--- config.mk ---
export PLATFORM = sky130hd
export DESIGN_NAME = crc_remainder_serial_flat
export DESIGN_NICKNAME = d
export VERILOG_FILES = /design/src/hdl/crc_rs_pkg.sv /design/src/hdl/crc_rs_if.sv /design/src/hdl/crc_remainder_serial.sv /design/src/hdl/crc_rs_cfg.sv /design/src/hdl/crc_rs_core.sv /design/src/hdl/crc_rs_out.sv /design/src/flat_wrapper.sv
export SDC_FILE = /design/constraint.sdc
export NUM_CORES = 1
export LEC_CHECK = 0
export ABC_AREA = 1
export BUFFER_PORTS_ARGS = -buffer_cell sky130_fd_sc_hd__buf_2
export CAP_MARGIN = 15
export CORE_AREA = 3 3 114 116
export CTS_CLUSTER_DIAMETER = 200
export DETAILED_ROUTE_END_ITERATION = 8
export DIE_AREA = 0 0 117 119
export PLACE_DENSITY = 0.83
export SYNTH_ARGS = -nofsm -noshare
export SYNTH_HDL_FRONTEND = slang
export SYNTH_HIERARCHICAL = 1
export SYNTH_SLANG_ARGS = --single-unit
--- constraint.sdc ---
create_clock -name clk -period 8.99 [get_ports clk]
set_clock_uncertainty 0.05 [all_clocks]
set_input_delay 1.798 -clock clk [delete_from_list [all_inputs] [get_ports clk]]
set_output_delay 1.798 -clock clk [all_outputs]
set_load 0.02 [all_outputs]
--- src/hdl/crc_rs_pkg.sv ---
`default_nettype none
// ----------------------------------------------------------------------------
// crc_rs_pkg
// shared widths, register indexes, reset values and types of the serial crc
// ----------------------------------------------------------------------------
package crc_rs_pkg;

    localparam int REM_W          = 32;
    localparam int DEG_W          = 6;
    localparam int CFG_IDX_W      = 2;
    localparam int MAX_DEGREE_DEF = 32;

    localparam logic [CFG_IDX_W-1:0] CFG_POLY_COEFFS = 2'd0;
    localparam logic [CFG_IDX_W-1:0] CFG_DEGREE      = 2'd1;
    localparam logic [CFG_IDX_W-1:0] CFG_CHECK_MODE  = 2'd2;

    localparam logic [REM_W-1:0] POLY_RESET   = 32'd7;
    localparam logic [DEG_W-1:0] DEGREE_RESET = 6'd8;
    localparam logic             CHECK_RESET  = 1'b0;

    typedef struct packed {
        logic [REM_W-1:0] poly;
        logic [REM_W-1:0] mask;
        logic [REM_W-1:0] top_bit;
        logic             check;
    } cfg_t;

    typedef struct packed {
        logic [REM_W-1:0] remainder;
        logic             remainder_nonzero;
    } res_t;

endpackage
`default_nettype wire

--- src/hdl/crc_rs_if.sv ---
`default_nettype none
// ----------------------------------------------------------------------------
// crc_rs_if
// valid/ready channels for message bits and remainder words
// ----------------------------------------------------------------------------
interface crc_rs_in_if;
    logic valid;
    logic ready;
    logic data_bit;
    logic last;

    modport source (output valid, output data_bit, output last, input ready);
    modport sink   (input valid, input data_bit, input last, output ready);
endinterface

interface crc_rs_out_if;
    import crc_rs_pkg::*;
    logic             valid;
    logic             ready;
    logic [REM_W-1:0] remainder;
    logic             remainder_nonzero;

    modport source (output valid, output remainder, output remainder_nonzero, input ready);
    modport sink   (input valid, input remainder, input remainder_nonzero, output ready);
endinterface
`default_nettype wire

--- src/hdl/crc_remainder_serial.sv ---
`default_nettype none
// ----------------------------------------------------------------------------
// crc_remainder_serial
// bit-serial crc remainder with a programmable generator polynomial
// ----------------------------------------------------------------------------
// in_ch carries one message bit per word, most significant first, with last
// set on the final bit. out_ch carries one word per message: the remainder in
// the low degree bits and a nonzero flag. the config port writes poly_coeffs,
// degree and check_mode by index; write it only while the block is idle.
// every bit is taken into an input register and folded into the running
// remainder from there, so one bit per cycle is sustained while no last bit
// waits for the output register. the result word of a last bit is loaded
// into the output register, which holds it until the receiver takes it.
// while a result waits, later non-last bits keep flowing; a second last bit
// waits in the input register until the receiver takes the first result.
// reset clears the running remainder, both valid flags and restores the
// default generator (degree 8, coefficients 7, generate mode).
// ----------------------------------------------------------------------------
module crc_remainder_serial #(
    parameter int MAX_DEGREE = crc_rs_pkg::MAX_DEGREE_DEF
) (
    input  wire logic                             clk,
    input  wire logic                             rst_n,
    input  wire logic                             cfg_we,
    input  wire logic [crc_rs_pkg::CFG_IDX_W-1:0] cfg_index,
    input  wire logic [crc_rs_pkg::REM_W-1:0]     cfg_data,
    crc_rs_in_if.sink                             in_ch,
    crc_rs_out_if.source                          out_ch
);
    import crc_rs_pkg::*;

    cfg_t cfg;
    res_t res;
    logic res_valid;
    logic res_free;

    crc_rs_cfg #(
        .MAX_DEGREE (MAX_DEGREE)
    ) u_cfg (
        .clk       (clk),
        .rst_n     (rst_n),
        .cfg_we    (cfg_we),
        .cfg_index (cfg_index),
        .cfg_data  (cfg_data),
        .cfg       (cfg)
    );

    crc_rs_core #(
        .MAX_DEGREE (MAX_DEGREE)
    ) u_core (
        .clk       (clk),
        .rst_n     (rst_n),
        .in_ch     (in_ch),
        .cfg       (cfg),
        .res_free  (res_free),
        .res_valid (res_valid),
        .res       (res)
    );

    crc_rs_out u_out (
        .clk       (clk),
        .rst_n     (rst_n),
        .res_valid (res_valid),
        .res       (res),
        .res_free  (res_free),
        .out_ch    (out_ch)
    );

endmodule
`default_nettype wire

--- src/hdl/crc_rs_cfg.sv ---
`default_nettype none
// ----------------------------------------------------------------------------
// crc_rs_cfg
// configuration registers and the derived generator mask and top-bit select
// ----------------------------------------------------------------------------
module crc_rs_cfg #(
    parameter int MAX_DEGREE = crc_rs_pkg::MAX_DEGREE_DEF
) (
    input  wire logic                             clk,
    input  wire logic                             rst_n,
    input  wire logic                             cfg_we,
    input  wire logic [crc_rs_pkg::CFG_IDX_W-1:0] cfg_index,
    input  wire logic [crc_rs_pkg::REM_W-1:0]     cfg_data,
    output crc_rs_pkg::cfg_t                      cfg
);
    import crc_rs_pkg::*;

    localparam int CAP = (MAX_DEGREE < REM_W) ? MAX_DEGREE : REM_W;

    logic [REM_W-1:0] poly_reg;
    logic [DEG_W-1:0] degree_reg;
    logic             check_reg;

    logic [DEG_W-1:0] eff_degree;
    logic [REM_W:0]   pow;
    logic [REM_W:0]   pow_m1;

    always_ff @(posedge clk or negedge rst_n)
    begin
        if (!rst_n)
        begin
            poly_reg   <= POLY_RESET;
            degree_reg <= DEGREE_RESET;
            check_reg  <= CHECK_RESET;
        end
        else if (cfg_we)
        begin
            case (cfg_index)
                CFG_POLY_COEFFS: poly_reg   <= cfg_data;
                CFG_DEGREE:      degree_reg <= cfg_data[DEG_W-1:0];
                CFG_CHECK_MODE:  check_reg  <= cfg_data[0];
                default:         ;
            endcase
        end
    end

    // degree clamped to 1..CAP
    always_comb
    begin
        eff_degree = degree_reg;
        if (eff_degree == '0)
            eff_degree = DEG_W'(1);
        if (eff_degree > DEG_W'(CAP))
            eff_degree = DEG_W'(CAP);
    end

    assign pow    = (REM_W+1)'(1) << eff_degree;
    assign pow_m1 = pow - (REM_W+1)'(1);

    assign cfg.mask    = pow_m1[REM_W-1:0];
    assign cfg.top_bit = pow[REM_W:1];
    assign cfg.poly    = poly_reg & pow_m1[REM_W-1:0];
    assign cfg.check   = check_reg;

endmodule
`default_nettype wire

--- src/hdl/crc_rs_core.sv ---
`default_nettype none
// ----------------------------------------------------------------------------
// crc_rs_core
// input register, running remainder and the one-bit shift-and-xor step
// ----------------------------------------------------------------------------
module crc_rs_core #(
    parameter int MAX_DEGREE = crc_rs_pkg::MAX_DEGREE_DEF
) (
    input  wire logic         clk,
    input  wire logic         rst_n,
    crc_rs_in_if.sink         in_ch,
    input  crc_rs_pkg::cfg_t  cfg,
    input  wire logic         res_free,
    output logic              res_valid,
    output crc_rs_pkg::res_t  res
);
    import crc_rs_pkg::*;

    localparam int CAP = (MAX_DEGREE < REM_W) ? MAX_DEGREE : REM_W;

    logic           s1_valid_reg;
    logic           s1_bit_reg;
    logic           s1_last_reg;
    logic [CAP-1:0] rem_reg;
    logic [CAP-1:0] rem_next;

    logic [CAP-1:0] mask;
    logic [CAP-1:0] r;
    logic [CAP:0]   shifted;
    logic           top;
    logic           fb;
    logic           s1_fire;

    assign mask = cfg.mask[CAP-1:0];
    assign r    = rem_reg & mask;
    assign top  = |(r & cfg.top_bit[CAP-1:0]);

    always_comb
    begin
        if (cfg.check)
        begin
            shifted = {r, s1_bit_reg};
            fb      = top;
        end
        else
        begin
            shifted = {r, 1'b0};
            fb      = top ^ s1_bit_reg;
        end
        rem_next = shifted[CAP-1:0] & mask;
        if (fb)
            rem_next = rem_next ^ cfg.poly[CAP-1:0];
    end

    // a last bit needs a free output slot, other bits never wait
    assign s1_fire     = s1_valid_reg && (!s1_last_reg || res_free);
    assign in_ch.ready = !s1_valid_reg || s1_fire;

    assign res_valid             = s1_fire && s1_last_reg;
    assign res.remainder         = REM_W'(rem_next);
    assign res.remainder_nonzero = |rem_next;

    always_ff @(posedge clk or negedge rst_n)
    begin
        if (!rst_n)
        begin
            s1_valid_reg <= 1'b0;
            rem_reg      <= '0;
        end
        else
        begin
            if (in_ch.ready)
                s1_valid_reg <= in_ch.valid;
            if (s1_fire)
                rem_reg <= s1_last_reg ? '0 : rem_next;
        end
    end

    always_ff @(posedge clk)
    begin
        if (in_ch.valid && in_ch.ready)
        begin
            s1_bit_reg  <= in_ch.data_bit;
            s1_last_reg <= in_ch.last;
        end
    end

endmodule
`default_nettype wire

--- src/hdl/crc_rs_out.sv ---
`default_nettype none
// ----------------------------------------------------------------------------
// crc_rs_out
// result register that holds a remainder word until the receiver takes it
// ----------------------------------------------------------------------------
module crc_rs_out (
    input  wire logic         clk,
    input  wire logic         rst_n,
    input  wire logic         res_valid,
    input  crc_rs_pkg::res_t  res,
    output logic              res_free,
    crc_rs_out_if.source      out_ch
);
    import crc_rs_pkg::*;

    logic valid_reg;
    res_t res_reg;

    assign res_free = !valid_reg || out_ch.ready;

    always_ff @(posedge clk or negedge rst_n)
    begin
        if (!rst_n)
            valid_reg <= 1'b0;
        else if (res_free)
            valid_reg <= res_valid;
    end

    always_ff @(posedge clk)
    begin
        if (res_free && res_valid)
            res_reg <= res;
    end

    assign out_ch.valid             = valid_reg;
    assign out_ch.remainder         = res_reg.remainder;
    assign out_ch.remainder_nonzero = res_reg.remainder_nonzero;

endmodule
`default_nettype wire
--- src/flat_wrapper.sv ---
// flat-port wrapper written by rule: the top's interface ports become plain ports
module crc_remainder_serial_flat import crc_rs_pkg::*;
#(
    parameter int MAX_DEGREE = crc_rs_pkg::MAX_DEGREE_DEF
)
  (clk, rst_n, cfg_we, cfg_index, cfg_data, in_ch_valid, in_ch_data_bit, in_ch_last, in_ch_ready, out_ch_valid, out_ch_remainder, out_ch_remainder_nonzero, out_ch_ready);
  crc_rs_in_if in_ch_i ();
  crc_rs_out_if out_ch_i ();
  input  wire logic clk;
  input  wire logic rst_n;
  input  wire logic cfg_we;
  input  wire logic [crc_rs_pkg::CFG_IDX_W-1:0] cfg_index;
  input  wire logic [crc_rs_pkg::REM_W-1:0] cfg_data;
  input wire logic [$bits(in_ch_i.valid)-1:0] in_ch_valid;
  input wire logic [$bits(in_ch_i.data_bit)-1:0] in_ch_data_bit;
  input wire logic [$bits(in_ch_i.last)-1:0] in_ch_last;
  output wire logic [$bits(in_ch_i.ready)-1:0] in_ch_ready;
  output wire logic [$bits(out_ch_i.valid)-1:0] out_ch_valid;
  output wire logic [$bits(out_ch_i.remainder)-1:0] out_ch_remainder;
  output wire logic [$bits(out_ch_i.remainder_nonzero)-1:0] out_ch_remainder_nonzero;
  input wire logic [$bits(out_ch_i.ready)-1:0] out_ch_ready;
  assign in_ch_i.valid = in_ch_valid;
  assign in_ch_i.data_bit = in_ch_data_bit;
  assign in_ch_i.last = in_ch_last;
  assign in_ch_ready = in_ch_i.ready;
  assign out_ch_valid = out_ch_i.valid;
  assign out_ch_remainder = out_ch_i.remainder;
  assign out_ch_remainder_nonzero = out_ch_i.remainder_nonzero;
  assign out_ch_i.ready = out_ch_ready;
  crc_remainder_serial #(.MAX_DEGREE(MAX_DEGREE)) u_core (.clk(clk), .rst_n(rst_n), .cfg_we(cfg_we), .cfg_index(cfg_index), .cfg_data(cfg_data), .in_ch(in_ch_i), .out_ch(out_ch_i));
endmodule
**Yosys cells after proc, flatten, opt, wreduce, memory -nomap -nowiden**

Cells that the tools add are included.

- $add $sub $neg: 1
- Order comparisons: 1
- Eq/ne operators: 2
- Shift operators: 1
- Mux-type cells: 6
- Bitwise logic cells: 6
- Reductions and logical operators: 17

Operators with widths:

| kind | count |
|---|---|
| $and A32 B32 Y32 | 4 |
| $mux W32 | 2 |
| $reduce_or A32 Y1 | 2 |
| $shl A1 B6 Y33 const A | 1 |
| $sub A32 B1 Y32 const B | 1 |
| $xor A32 B32 Y32 | 1 |
| $mux W6 | 2 |
| $gt A6 B6 Y1 const B | 1 |
| $logic_not A6 Y1 | 1 |
| $reduce_and A2 Y1 | 3 |
| $logic_and A1 B1 Y1 | 4 |
| $logic_not A1 Y1 | 3 |
| $logic_or A1 B1 Y1 | 3 |
| $eq A2 B1 Y1 const B | 1 |
| $eq A2 B2 Y1 const B | 1 |
| $logic_not A2 Y1 | 1 |
| $mux W1 | 2 |
| $xor A1 B1 Y1 | 1 |

- Register bits after elaboration: 108
- Bits of input ports: 41
- Output and inout port bits: 35
- Word-level logic and storage cells: 44

**Depth between registers and ports, before layout**

Gate-level depths: netlist (run 1).

- Word-level depth: 13
- Mapped depth: 32
- Gate-level depth less buffers: 31

**Cells and area by module**

Netlist (run 1), hierarchy kept.

By module, submodules not included:

| module | times used | cells each | area an instance (µm²) | seq. area each (µm²) |
|---|---|---|---|---|
| crc_rs_cfg | 1 | 446 | 3108.0 | 980.9 |
| crc_rs_core | 1 | 446 | 3012.9 | 885.8 |
| crc_rs_out | 1 | 39 | 1036.0 | 1016.0 |

**Worst setup path after synthesis (run 1)**

OpenSTA, ideal clock, no wires.

- Path kind: input to register
- Start: input port out_ch_ready
- End: register u_core.u_out.res_reg (netlist bit u_core/u_out/out_ch.remainder[0]) (enable)
- Library setup time: 434 ps
- Data arrival time: 4345 ps
- Data required time: 8506 ps
- Setup slack: 4161 ps
- Stages on the path: 9
- Buffers on the path: 1
- Path through: inv_1 nand2_1 inv_1 a21boi_1 clkbuf_1 nand2_1 inv_1 inv_1 a21oi_1

- Longest elaborated chain between the ends: 5

RTL lines:

| element | RTL line | text |
|---|---|---|
| start: declaration | flat_wrapper.sv:21 | `input wire logic [$bits(out_ch_i.ready)-1:0] out_ch_ready;` |
| $logic_or A1 B1 Y1 | crc_rs_out.sv:19 | `assign res_free = !valid_reg \|\| out_ch.ready;` |
| via u_core.res_free | crc_remainder_serial.sv:35 | `logic res_free;` |
| $logic_or A1 B1 Y1 | crc_rs_core.sv:56 | `assign s1_fire = s1_valid_reg && (!s1_last_reg \|\| res_free);` |
| $logic_and A1 B1 Y1 | crc_rs_core.sv:56 |  |
| $logic_and A1 B1 Y1 | crc_rs_core.sv:59 | `assign res_valid = s1_fire && s1_last_reg;` |
| via u_core.res_valid | crc_remainder_serial.sv:34 | `logic res_valid;` |
| $logic_and A1 B1 Y1 | crc_rs_out.sv:31 | `if (res_free && res_valid)` |
| end signal: assignment | crc_rs_out.sv:32 | `res_reg <= res;` |
| end: declaration | crc_rs_out.sv:17 | `res_t res_reg;` |

The timed path passes the listed nets, and every way through them passes these cells.
A chain may end at the register's enable or synchronous reset.

==> metrics.md, run 1 <==
| Metric | Value |
|---|---|
| Ys async rst share | `0.676` |
| Antenna Nets Post-Route | `0` |
| LEAKAGE | `about 4.4 nW` |
| Cell mode on critical path | `nand2_1` |
| CP max-delay cell | `dfrtp_1` |
| Mean post-synth cell area | `7.69 um2` |
| Syn-to-layout area delta | `10.5%` |
| Reg power frac | `0.381` |
| # setup viols final | `0` |
| Tmin final | `5.24 ns` |
| Area of placed instances | `7570 um2` |
| Drt drc | `0` |
| Sw Pwr | `approximately 0.00063 W` |
| Most common cell after layout, fill and taps aside | `inv_1` |
| Die Y | `119 um` |
| Maximum net fanout on the critical path | `35` |
| Fillers | `~1,000` |
| # IOs | `76` |
| WHS Path Cells | `2` |
| Yosys Warn Count | `6` |
| R2r setup slk | `3.75 ns` |
| Initial Utilization | `0.596` |
| Postcts setup bufs | `0` |
| CTS max path bufs | `2` |
| Root buf cell | `clkbuf_16` |
| Slew Viols, Final | `0` |
| Post-cts resize count | `0` |
| Final TNS setup | `0 ns` |
| Htree depth | `3` |
| Post-synth EDFFs | `35` |
| Layout Nets | `1,033` |
| Ys flop type | `dfrtp_1` |
| M3 GR Usage | `0.0412` |
| Final WS setup | `between 3 and 4 ns` |
| Hold/Removal Path Class | `register to register` |
| Initial antenna violation count | `0` |
| Diodes inserted | `0` |
| Total power draw | `0.00163 W` |
| Worst vdd rail ir drop | `0.000129 V` |
| R2r endpoint | `u_core/u_out/out_ch.remainder_nonzero$_DFFE_PP_` |
| TritonCTS Buffers | `9` |
| Register bit total from synthesis | `108` |
| Post-synthesis cell type count | `45` |
| Total global routing overflow | `0` |
| Vias per cell | `5.31` |
| Clk sinks | `roughly 110` |
| Post-Synthesis Cells | `931` |
| Finished Cell Area | `between 7000 and 8000 um2` |
| Die X | `117 um` |
| Setup WS pre-CTS | `3.89 ns` |
| Hold endpoint | `u_core/u_cfg/degree_reg[0]$_DFFE_PN0P_` |
| CTS tree | `done` |
| Relative slew slack | `0.189` |
| Die footprint | `about 14,000 um2` |
| Total GRT Usage | `0.261` |
| Power Density | `206 nW/um2` |
| Seq/Total Area, Yosys | `0.403` |
| Min-delay src | `u_core/u_cfg/degree_reg[0]$_DFFE_PN0P_` |
| Worst skew pair latency | `0.36 ns` |
| Clock power frac | `0.244` |
| Top Usage Layer GRT | `met2` |
| Share of cells above drive strength 1 | `0.222` |
| Core ar. | `about 12,000 um2` |
| Core Rows | `40` |
| Met1 Use GR | `0.373` |
| Initial DRC count | `573` |
| CP Data Required Time | `9.03 ns` |
| Tcrit/Tclk final | `0.583` |
| Worst-margin pin slew | `around 1.2 ns` |
| Met2 usage | `0.389` |
| Crit path launch type | `register` |
| Drt wl/cell | `15.0 um` |
| Gpl congestion | `0.983` |
| Dpl cells | `1,126` |
| RSZ-0062 raised after global routing | `no` |
| Routed vias | `~6,100` |
| Critical path class | `register to register` |
| Detail Placement HPWL | `13,000 um` |
| Max Freq | `191 MHz` |
| Net Sw Frac | `0.387` |
| Endpoints failing hold | `0` |
| Port buffer count | `75` |
| Post-route insts no fill | `1,143` |
| Most frequent cells in the layout | `inv_1, nand2_1, nand3_1, nor2_1, buf_2` |
| CTS hold repair buffers | `0` |
| WL final | `17,100 um` |
| P_int | `0.000998 W` |
| CTS clock-pin slew for the worst setup and hold paths | `roughly 0.070 ns` |
| Vias in the first global route | `5,785` |
| Gate power share | `0.375` |
| CP arrival | `5.28 ns` |
| R2R cell count | `25` |
| CP peak stage delay | `a little under 0.8 ns` |
| R2r startpoint | `u_core/u_cfg/degree_reg[5]$_DFFE_PN0P_` |
| Post-Synthesis Cell Area | `between 7000 and 8000 um2` |
| Status | `complete, no violations` |
| # Max-Cap Violations | `0` |
| First-pass GRT wire length | `~29,000 um` |
| Initial DRT Pass Iterations | `5` |
| Crit. End Element | `register` |
| Largest net degree at the start of global routing | `74` |
-- kinds of logic (layout without fill, tap and decap cells) --
| family | Yosys count | in the layout | share of synthesized area |
|---|---|---|---|
| AND/OR/NAND/NOR | 473 | 473 | 0.340 |
| buffers and inverters | 225 | 289 | 0.129 |
| flip-flops | 108 | 108 | 0.403 |
| AO/OA/AOI/OAI | 74 | 74 | 0.0608 |
| XOR/XNOR | 40 | 40 | 0.0510 |
| multiplexers | 9 | 9 | 0.0142 |
| adder cells (fa/ha/maj) | 1 | 1 | 0.00175 |
| other | 1 | 2 | 0.000524 |
-- routing by layer --
metal | share of wire | up-vias
li1 | - | 3051
met1 | 0.46 | 2787
met2 | 0.45 | 187
met3 | 0.056 | 39
met4 | 0.037 | 0
met5 | 0 | -
-- per-stage QoR --
| stage | hold slack [ns] | utilization |
|---|---|---|
| 6_report | 0.446 | 0.658 |
| 5_1_grt | 0.484 | 0.658 |
| 4_1_cts | 0.450 | 0.656 |
| 3_5_place_dp | 0.434 | 0.631 |
| 3_3_place_gp | 0.411 | 0.631 |
| 2_1_floorplan | 0.395 | - |
-- synth_stat cells, types with 6 or more instances --
| library cell | count | area (um2) |
|---|---|---|
| a21oi_1 | 19 | 95.1 |
| and3_1 | 6 | 37.5 |
| buf_6 | 7 | 78.8 |
| clkbuf_1 | 15 | 56.3 |
| clkinv_1 | 6 | 22.5 |
| dfrtp_1 | 69 | 1730 |
| edfxtp_1 | 35 | 1050 |
| inv_1 | 164 | 616 |
| inv_2 | 21 | 78.8 |
| mux2_2 | 9 | 101 |
| nand2_1 | 160 | 601 |
| nand2_2 | 36 | 225 |
| nand2_4 | 6 | 67.6 |
| nand3_1 | 101 | 505 |
| nand3_2 | 12 | 120 |
| nand4_1 | 15 | 93.8 |
| nor2_1 | 94 | 353 |
| nor2_2 | 11 | 68.8 |
| nor3_1 | 7 | 35.0 |
| o21ai_0 | 16 | 80.1 |
| o22ai_1 | 32 | 200 |
| xnor2_1 | 30 | 263 |
| xor2_1 | 8 | 70.1 |
-- power groups by stage --
| stage | Combinational [W] | Clock [W] | Sequential, W |
|---|---|---|---|
| 2_1_floorplan | 0.000460 | 0 | 0.000629 |
| 5_1_grt | 0.000677 | 0.000423 | 0.000629 |
| 6_report | 0.000610 | 0.000397 | 0.000621 |
| 3_3_place_gp | 0.000590 | 0 | 0.000628 |
| 3_5_place_dp | 0.000598 | 0 | 0.000629 |
| 4_1_cts | 0.000603 | 0.000405 | 0.000620 |
-- critical path, delay by kind of cell, from the launching register on --
family	cells	cell delay, ns
compound gates	1	0.19
flops	1	0.77
fa+ha+maj	1	0.23
simple gates	19	3.04
buf+inv	3	0.43
xor+xnor	1	0.22
-- cell type report --
class | count | area (um2) | area share
Multi-Input combinational cell | 599 | 3370 | 0.427
Sequential cell | 108 | 2880 | 0.365
Inverter | 194 | 734 | 0.0929
Timing Repair Buffer | 79 | 425 | 0.0538
Clock buffer | 13 | 283 | 0.0358
Tap cell | 147 | 184 | 0.0233
Clock inverter | 3 | 22.5 | 0.00285
-- worst max-delay path by stage --
stage / startpoint / to / slack [ns]
floorplan: out_ch_ready / u_core/u_out/out_ch.remainder[0]$_DFFE_PP_ / 4.16
global placement: u_core/u_cfg/degree_reg[5]$_DFFE_PN0P_ / u_core/u_out/out_ch.remainder_nonzero$_DFFE_PP_ / 3.97
detailed placement: u_core/u_cfg/degree_reg[5]$_DFFE_PN0P_ / u_core/u_out/out_ch.remainder_nonzero$_DFFE_PP_ / 3.89
CTS: u_core/u_cfg/degree_reg[5]$_DFFE_PN0P_ / u_core/u_out/out_ch.remainder_nonzero$_DFFE_PP_ / 3.84
global route: u_core/u_cfg/degree_reg[5]$_DFFE_PN0P_ / u_core/u_out/out_ch.remainder_nonzero$_DFFE_PP_ / 3.36
finish: u_core/u_cfg/degree_reg[5]$_DFFE_PN0P_ / u_core/u_out/out_ch.remainder_nonzero$_DFFE_PP_ / 3.75
Power figures use the tool's default switching activity.
==> run 2, diff against run 1 <==
--- a/config.mk
+++ b/config.mk
@@ -5,14 +5,14 @@
 export SDC_FILE = /design/constraint.sdc
 export NUM_CORES = 1
 export LEC_CHECK = 0
-export ABC_AREA = 1
+export ABC_AREA = 0
 export BUFFER_PORTS_ARGS = -buffer_cell sky130_fd_sc_hd__buf_2
 export CAP_MARGIN = 15
-export CORE_AREA = 3 3 114 116
+export CORE_AREA = 3 3 113 115
 export CTS_CLUSTER_DIAMETER = 200
 export DETAILED_ROUTE_END_ITERATION = 8
-export DIE_AREA = 0 0 117 119
-export PLACE_DENSITY = 0.83
+export DIE_AREA = 0 0 116 118
+export PLACE_DENSITY = 0.79
 export SYNTH_ARGS = -nofsm -noshare
 export SYNTH_HDL_FRONTEND = slang
 export SYNTH_HIERARCHICAL = 1
==> constraint.sdc (replaced) <==
create_clock -name clk -period 4.63 [get_ports clk]
set_clock_uncertainty 0.05 [all_clocks]
set_input_delay 0.926 -clock clk [delete_from_list [all_inputs] [get_ports clk]]
set_output_delay 0.926 -clock clk [all_outputs]
set_load 0.02 [all_outputs]
==> metrics.md, run 2 <==
| Metric | Value |
|---|---|
| LEAKAGE | `3.06 nW (was 4.39 nW)` |
| Compound-gate portion of the synthesized area | `0.123 (was 0.0608)` |
| Root buf cell | `clkbuf_16 (unchanged)` |
| Post-synth top cells | `nand3_1, dfrtp_1, nand2_1 (was inv_1, nand2_1, nand3_1)` |
| Initial antenna violation count | `0 (unchanged)` |
| Tmin final | `4.37 ns (was 5.24 ns)` |
| Vias in the first global route | `5,215 (was 5,785)` |
| CP arrival | `4.42 ns (was 5.28 ns)` |
| Die footprint | `13,700 um2 (was 13,900 um2)` |
| Post-Synth Simple-Gate Area | `0.248 (was 0.340)` |
| Synth Area in XOR/XNOR | `0.0460 (was 0.0510)` |
| Die X | `116 um (was 117 um)` |
| Most common cell after layout, fill and taps aside | `buf_2 (was inv_1)` |
| Most frequent cells in the layout | `buf_2, nand3_1, dfrtp_1, nand2_1, mux2_2 (was inv_1, nand2_1, nand3_1, nor2_1, buf_2)` |
| Antenna Nets Post-Route | `0 (unchanged)` |
| Total GRT Usage | `0.274 (was 0.261)` |
| Hold/Removal Path Class | `register to register (unchanged)` |
| Gate power share | `0.289 (was 0.375)` |
| Seq/Total Area, Yosys | `0.459 (was 0.403)` |
| CP Data Required Time | `4.68 ns (was 9.03 ns)` |
| Critical path class | `register to register (unchanged)` |
| Largest net degree at the start of global routing | `74 (unchanged)` |
| Port buffer count | `75 (unchanged)` |
| CP peak stage delay | `0.58 ns (was 0.77 ns)` |
| Mux cell area share after synthesis | `0.0713 (was 0.0142)` |
| Yosys top cell area share | `0.275 (was 0.241)` |
| Slew Viols, Final | `0 (unchanged)` |
| Worst-path cell chain | `buf_4, nor4_4, nor2_1, a21oi_1, xor2_1, nand3_1, nand4_1, or4_4, o21ai_2, buf_4, and3_1, xnor2_1, nor4_1, nand4_1` |
| Worst-margin pin slew | `1.03 ns (was 1.21 ns)` |
| Post-Synthesis Cells | `620 (was 931)` |
| Relative slew slack | `0.312 (was 0.189)` |
| Maximum net fanout on the critical path | `37 (was 35)` |
| Diodes inserted | `0 (unchanged)` |
| Postcts setup bufs | `0 (unchanged)` |
| Share of cells above drive strength 1 | `0.286 (was 0.222)` |
| Endpoints failing hold | `0 (unchanged)` |
| Layout Nets | `732 (was 1,033)` |
| Total global routing overflow | `0 (unchanged)` |
| Gpl congestion | `0.918 (was 0.983)` |
| Ys async rst share | `0.676 (unchanged)` |
| Ranking of synthesized cells by area | `dfrtp_1, edfxtp_1, mux2_2, nand3_1, a22o_1 (was dfrtp_1, edfxtp_1, inv_1, nand2_1, nand3_1)` |
| Tcrit/Tclk final | `0.944 (was 0.583)` |
| Crit path launch type | `register (unchanged)` |
| Core Rows | `40 (unchanged)` |
| Reg power frac | `0.429 (was 0.381)` |
| Die Y | `118 um (was 119 um)` |
| Routed vias | `5,219 (was 6,064)` |
| RSZ-0062 raised after global routing | `no (unchanged)` |
| Clk sinks | `108 (unchanged)` |
| First-pass GRT wire length | `28,500 um (about the same)` |
| # setup viols final | `0 (unchanged)` |
| Post-cts resize count | `0 (unchanged)` |
| Drt wl/cell | `21.7 um (was 15.0 um)` |
| Worst skew pair latency | `0.36 ns (about the same)` |
| M3 GR Usage | `0.0586 (was 0.0412)` |
| Status | `complete, no violations (unchanged)` |
| Core Util, Final | `0.597 (was 0.658)` |
| Dpl cells | `826 (was 1,126)` |
| Worst vdd rail ir drop | `0.000270 V (was 0.000129 V)` |
| Initial Utilization | `0.528 (was 0.596)` |
| Net Sw Frac | `0.331 (was 0.387)` |
| Htree depth | `3 (unchanged)` |
| Total power draw | `0.00278 W (was 0.00163 W)` |
| Top-count cell post-synth | `nand3_1 (was inv_1)` |
| Main combinational cell family by area after synthesis | `simple AND/OR/NAND/NOR gates (unchanged)` |
| Drt drc | `0 (unchanged)` |
| CTS tree | `done (unchanged)` |
| Register bit total from synthesis | `108 (unchanged)` |
| CTS max path bufs | `2 (unchanged)` |
| Crit. End Element | `register (unchanged)` |
| Post-Synthesis Cell Area | `6280 um2 (was 7160 um2)` |
| Post-Synth Adder-Cell Area | `0.00199 (was 0.00175)` |
| CTS hold repair buffers | `0 (unchanged)` |
| Initial DRT Pass Iterations | `5 (unchanged)` |
| Top Usage Layer GRT | `met2 (unchanged)` |
| WP buf/inv | `2 (was 3)` |
| Yosys Warn Count | `6 (unchanged)` |
| Vias per cell | `6.20 (was 5.31)` |
| WL final | `18,300 um (was 17,100 um)` |
| Post-synthesis cell type count | `63 (was 45)` |
| Ys flop type | `dfrtp_1 (unchanged)` |
| # Max-Cap Violations | `0 (unchanged)` |
| CTS clock-pin slew for the worst setup and hold paths | `0.07 ns (about the same)` |
| Max Freq | `229 MHz (was 191 MHz)` |
| Sw Pwr | `0.000918 W (was 0.000630 W)` |
| Post-route insts no fill | `842 (was 1,143)` |
| Post-synth EDFFs | `35 (unchanged)` |
| P_int | `0.00186 W (was 0.000998 W)` |
| Initial DRC count | `406 (was 573)` |
| CP max-delay cell | `or4_4 (was dfrtp_1)` |
| Core ar. | `11,900 um2 (was 12,000 um2)` |
| Power Density | `391 nW/um2 (was 206 nW/um2)` |
| Met1 Use GR | `0.358 (was 0.373)` |
| Mean post-synth cell area | `10.1 um2 (was 7.69 um2)` |
| Synth area leader | `dfrtp_1 (unchanged)` |
| Detail Placement HPWL | `13,600 um (was 13,000 um)` |
| Fillers | `1,050 (was 1,035)` |
| Syn-to-layout area delta | `13.1% (was 10.5%)` |
| Met2 usage | `0.446 (was 0.389)` |
| Final TNS setup | `0 ns (unchanged)` |
| Clock power frac | `0.282 (was 0.244)` |
| TritonCTS Buffers | `9 (unchanged)` |
| CP delay by family, top | `simple AND/OR/NAND/NOR gates (unchanged)` |
| # IOs | `76 (unchanged)` |
-- run 2: cells by family after synthesis --
group,count (synthesis)
buf+inv,59
other cells,1
flops,108
compound gates,99
mux,40
simple gates,279
fa+ha+maj,1
xor+xnor,33
-- run 2: final timing paths --
check	from	endpoint	slack, ns	depth (start not counted)
setup / recovery	u_core/u_cfg/degree_reg[2]$_DFFE_PN0P_	u_core/u_out/out_ch.remainder_nonzero$_DFFE_PP_	0.26	14
hold / removal	u_core/u_cfg/poly_reg[31]$_DFFE_PN0P_	u_core/u_cfg/poly_reg[31]$_DFFE_PN0P_	0.45	1
setup reg to reg	u_core/u_cfg/degree_reg[2]$_DFFE_PN0P_	u_core/u_out/out_ch.remainder_nonzero$_DFFE_PP_	0.26	14
hold reg to reg	u_core/u_cfg/poly_reg[31]$_DFFE_PN0P_	u_core/u_cfg/poly_reg[31]$_DFFE_PN0P_	0.45	1
max in group asynchronous	rst_n	u_core/u_core/rem_reg[9]$_DFFE_PN0P_	3.29	1
min in group asynchronous	rst_n	u_core/u_cfg/poly_reg[17]$_DFFE_PN0P_	0.66	1
-- run 2: worst register-to-register path: stages (launching register included) --
cell	delay, ns
dfrtp_1	0.39
buf_4	0.22
nor4_4	0.53
nor2_1	0.08
a21oi_1	0.30
xor2_1	0.17
nand3_1	0.13
nand4_1	0.09
or4_4	0.58
o21ai_2	0.35
buf_4	0.41
and3_1	0.28
xnor2_1	0.14
nor4_1	0.28
nand4_1	0.11
-- run 2: area by class of cell --
cell class / count / area (um2) / area share
Sequential cell: 108 / 2880 / 0.406
Timing Repair Buffer: 99 / 558 / 0.0785
Clock inverter: 5 / 60.1 / 0.00845
Multi-Input combinational cell: 454 / 3110 / 0.438
Inverter: 18 / 67.6 / 0.00951
Clock buffer: 11 / 243 / 0.0342
Tap cell: 147 / 184 / 0.0259
-- run 2: metal layers --
layer	vias to the layer above	wire, um
li1	2408	-
met1	2588	7780
met2	196	8940
met3	27	1100
met4	0	493
met5	-	0
-- run 2: power groups by stage --
stage          clock network (W)  logic [W]  registers (W)
2_1_floorplan                  0   0.000556        0.00120
3_3_place_gp                   0   0.000779        0.00120
3_5_place_dp                   0   0.000788        0.00121
4_1_cts                 0.000804   0.000792        0.00119
5_1_grt                 0.000834   0.000864        0.00120
6_report                0.000784   0.000801        0.00119
-- run 2: per-stage QoR --
step           cell area [um2]  hold WS [ns]  setup WS (ns)
6_report                  7110         0.453          0.257
5_1_grt                   7110         0.479         0.0264
4_1_cts                   7100         0.457          0.215
3_5_place_dp              6800         0.441          0.228
3_3_place_gp              6800         0.436          0.376
2_1_floorplan             6290         0.422          0.579
==> run 3, diff against run 2 <==
--- a/config.mk
+++ b/config.mk
@@ -13,6 +13,7 @@
 export DETAILED_ROUTE_END_ITERATION = 8
 export DIE_AREA = 0 0 116 118
 export PLACE_DENSITY = 0.79
+export RECOVER_POWER = 100
 export SYNTH_ARGS = -nofsm -noshare
 export SYNTH_HDL_FRONTEND = slang
 export SYNTH_HIERARCHICAL = 1
==> metrics.md, run 3 (synthesized netlist as in run 2, its figures left out) <==
| Metric | Value |
|---|---|
| Largest net degree at the start of global routing | `74 (unchanged)` |
| Share of cells above drive strength 1 | `0.230 (was 0.286)` |
| Vias in the first global route | `5,215 (unchanged)` |
| Drt wl/cell | `21.9 um (was 21.7 um)` |
| Initial antenna violation count | `0 (unchanged)` |
| Layout Nets | `732 (unchanged)` |
| Worst vdd rail ir drop | `0.000270 V (about the same)` |
| Worst-path cell chain | `buf_4, nor4_4, nor2_1, a21oi_1, xor2_1, nand3_1, nand4_1, or4_4, o21ai_2, buf_4, and3_1, xnor2_1, nor4_1, nand4_1 (unchanged)` |
| Total GRT Usage | `0.274 (unchanged)` |
| Core ar. | `11,900 um2 (unchanged)` |
| Status | `finished, violations left (was complete, no violations)` |
| Initial Utilization | `0.528 (unchanged)` |
| Crit path launch type | `register (unchanged)` |
| Clk sinks | `108 (unchanged)` |
| Worst skew pair latency | `0.36 ns (about the same)` |
| WL final | `18,400 um (was 18,300 um)` |
| Detail Placement HPWL | `13,600 um (unchanged)` |
| Endpoints failing hold | `0 (unchanged)` |
| TritonCTS Buffers | `9 (unchanged)` |
| CP peak stage delay | `0.58 ns (about the same)` |
| Relative slew slack | `-0.889 (was 0.312)` |
| Final TNS setup | `0 ns (unchanged)` |
| Crit. End Element | `register (unchanged)` |
| Die Y | `118 um (unchanged)` |
| WHS Path Cells | `1 (unchanged)` |
| LEAKAGE | `2.94 nW (was 3.06 nW)` |
| CP arrival | `4.42 ns (about the same)` |
| Drt drc | `0 (unchanged)` |
| Vias per cell | `6.27 (was 6.20)` |
| R2R cell count | `14 (unchanged)` |
| RSZ-0062 raised after global routing | `no (unchanged)` |
| CTS clock-pin slew for the worst setup and hold paths | `0.07 ns (about the same)` |
| Antenna Nets Post-Route | `0 (unchanged)` |
| Hold/Removal Path Class | `register to register (unchanged)` |
| Max Freq | `228 MHz (was 229 MHz)` |
| Die footprint | `13,700 um2 (unchanged)` |
| Core Rows | `40 (unchanged)` |
| Syn-to-layout area delta | `11.9% (was 13.1%)` |
| Maximum net fanout on the critical path | `37 (unchanged)` |
| Routed vias | `5,279 (was 5,219)` |
| Critical path class | `register to register (unchanged)` |
| Total global routing overflow | `0 (unchanged)` |
| Initial DRC count | `460 (was 406)` |
| Failing checks | `capacitance limit, slew limit` |
| Worst-margin pin slew | `2.81 ns (was 1.03 ns)` |
| CTS tree | `done (unchanged)` |
| CP Data Required Time | `4.68 ns (about the same)` |
| Power Density | `394 nW/um2 (was 391 nW/um2)` |
| Fillers | `1,068 (was 1,050)` |
| # IOs | `76 (unchanged)` |
| Htree depth | `3 (unchanged)` |
| CTS max path bufs | `2 (unchanged)` |
| Initial DRT Pass Iterations | `5 (unchanged)` |
| Tcrit/Tclk final | `0.946 (was 0.944)` |
| First-pass GRT wire length | `28,500 um (unchanged)` |
| WHS | `0.458 ns (was 0.453 ns)` |
| Die X | `116 um (unchanged)` |
| # Max-Cap Violations | `3 (was 0)` |
| Tmin final | `4.38 ns (was 4.37 ns)` |
| Gpl congestion | `0.918 (unchanged)` |
| # setup viols final | `0 (unchanged)` |
| Root buf cell | `clkbuf_16 (unchanged)` |
| Port buffer count | `75 (unchanged)` |
| Diodes inserted | `0 (unchanged)` |
| Most frequent cells in the layout | `nand3_1, dfrtp_1, nand2_1 (was buf_2, nand3_1, dfrtp_1, nand2_1, mux2_2)` |
| CP max-delay cell | `or4_4 (unchanged)` |
| Slew Viols, Final | `143 (was 0)` |
| Most common cell after layout, fill and taps aside | `nand3_1 (was buf_2)` |
-- run 3: path summary, 6_finish.rpt --
kind	startpoint	end	slack, ns
max in group asynchronous	rst_n	u_core/u_core/rem_reg[9]$_DFFE_PN0P_	2.46
hold / removal	u_core/u_cfg/poly_reg[31]$_DFFE_PN0P_	u_core/u_cfg/poly_reg[31]$_DFFE_PN0P_	0.46
hold reg to reg	u_core/u_cfg/poly_reg[31]$_DFFE_PN0P_	u_core/u_cfg/poly_reg[31]$_DFFE_PN0P_	0.46
setup reg to reg	u_core/u_cfg/degree_reg[2]$_DFFE_PN0P_	u_core/u_out/out_ch.remainder_nonzero$_DFFE_PP_	0.25
min in group asynchronous	rst_n	u_core/u_core/rem_reg[2]$_DFFE_PN0P_	1.01
setup / recovery	u_core/u_cfg/degree_reg[2]$_DFFE_PN0P_	u_core/u_out/out_ch.remainder_nonzero$_DFFE_PP_	0.25
-- run 3: layout make-up --
| type | count | area [um2] | area share |
|---|---|---|---|
| multi-input combinational | 454 | 3090 | 0.439 |
| sequential | 108 | 2880 | 0.410 |
| timing repair buffer | 99 | 504 | 0.0717 |
| clock buffer | 11 | 243 | 0.0345 |
| tap | 147 | 184 | 0.0262 |
| inverter | 18 | 67.6 | 0.00961 |
| clock inverter | 5 | 60.1 | 0.00854 |
-- run 3: per-layer routing --
layer | part of all wire | wire [um] | GRT usage
met3 | 0.063 | 1160 | 0.0586
met2 | 0.49 | 8930 | 0.446
met4 | 0.029 | 526 | 0.0964
met5 | 0 | 0 | 0
met1 | 0.42 | 7790 | 0.358
-- run 3: critical path, delay by kind of cell, from the launching register on --
family / cells / cell delay, ns
simple gates: 8 / 2.08
compound gates: 2 / 0.64
buf+inv: 2 / 0.63
flops: 1 / 0.39
xor+xnor: 2 / 0.31
-- run 3: repair_timing --
item                                   in CTS  in global routing
buffers inserted                            0                  0
endpoints found under the hold margin       0                  0
hold buffers                                0                  0
setup endpoints to repair                   0                  1
gates resized for setup                     0                  1
-- run 3: through the flow --
stage	std cells	util	power (W)	area (um2)	setup WS [ns]
final	842	0.590	0.00277	7030	0.251
after global routing	842	0.590	0.00289	7030	0.0276
after CTS	842	0.596	0.00279	7100	0.215
after detailed placement	826	0.571	0.00200	6800	0.228
after global placement	826	0.571	0.00198	6800	0.376
after floorplan	621	-	0.00175	6290	0.579
-- run 3: report_power, final --
group	total (W)	switching, W	internal (W)
registers	0.00119	0.0000804	0.00111
clock network	0.000785	0.000347	0.000437
logic	0.000792	0.000490	0.000301
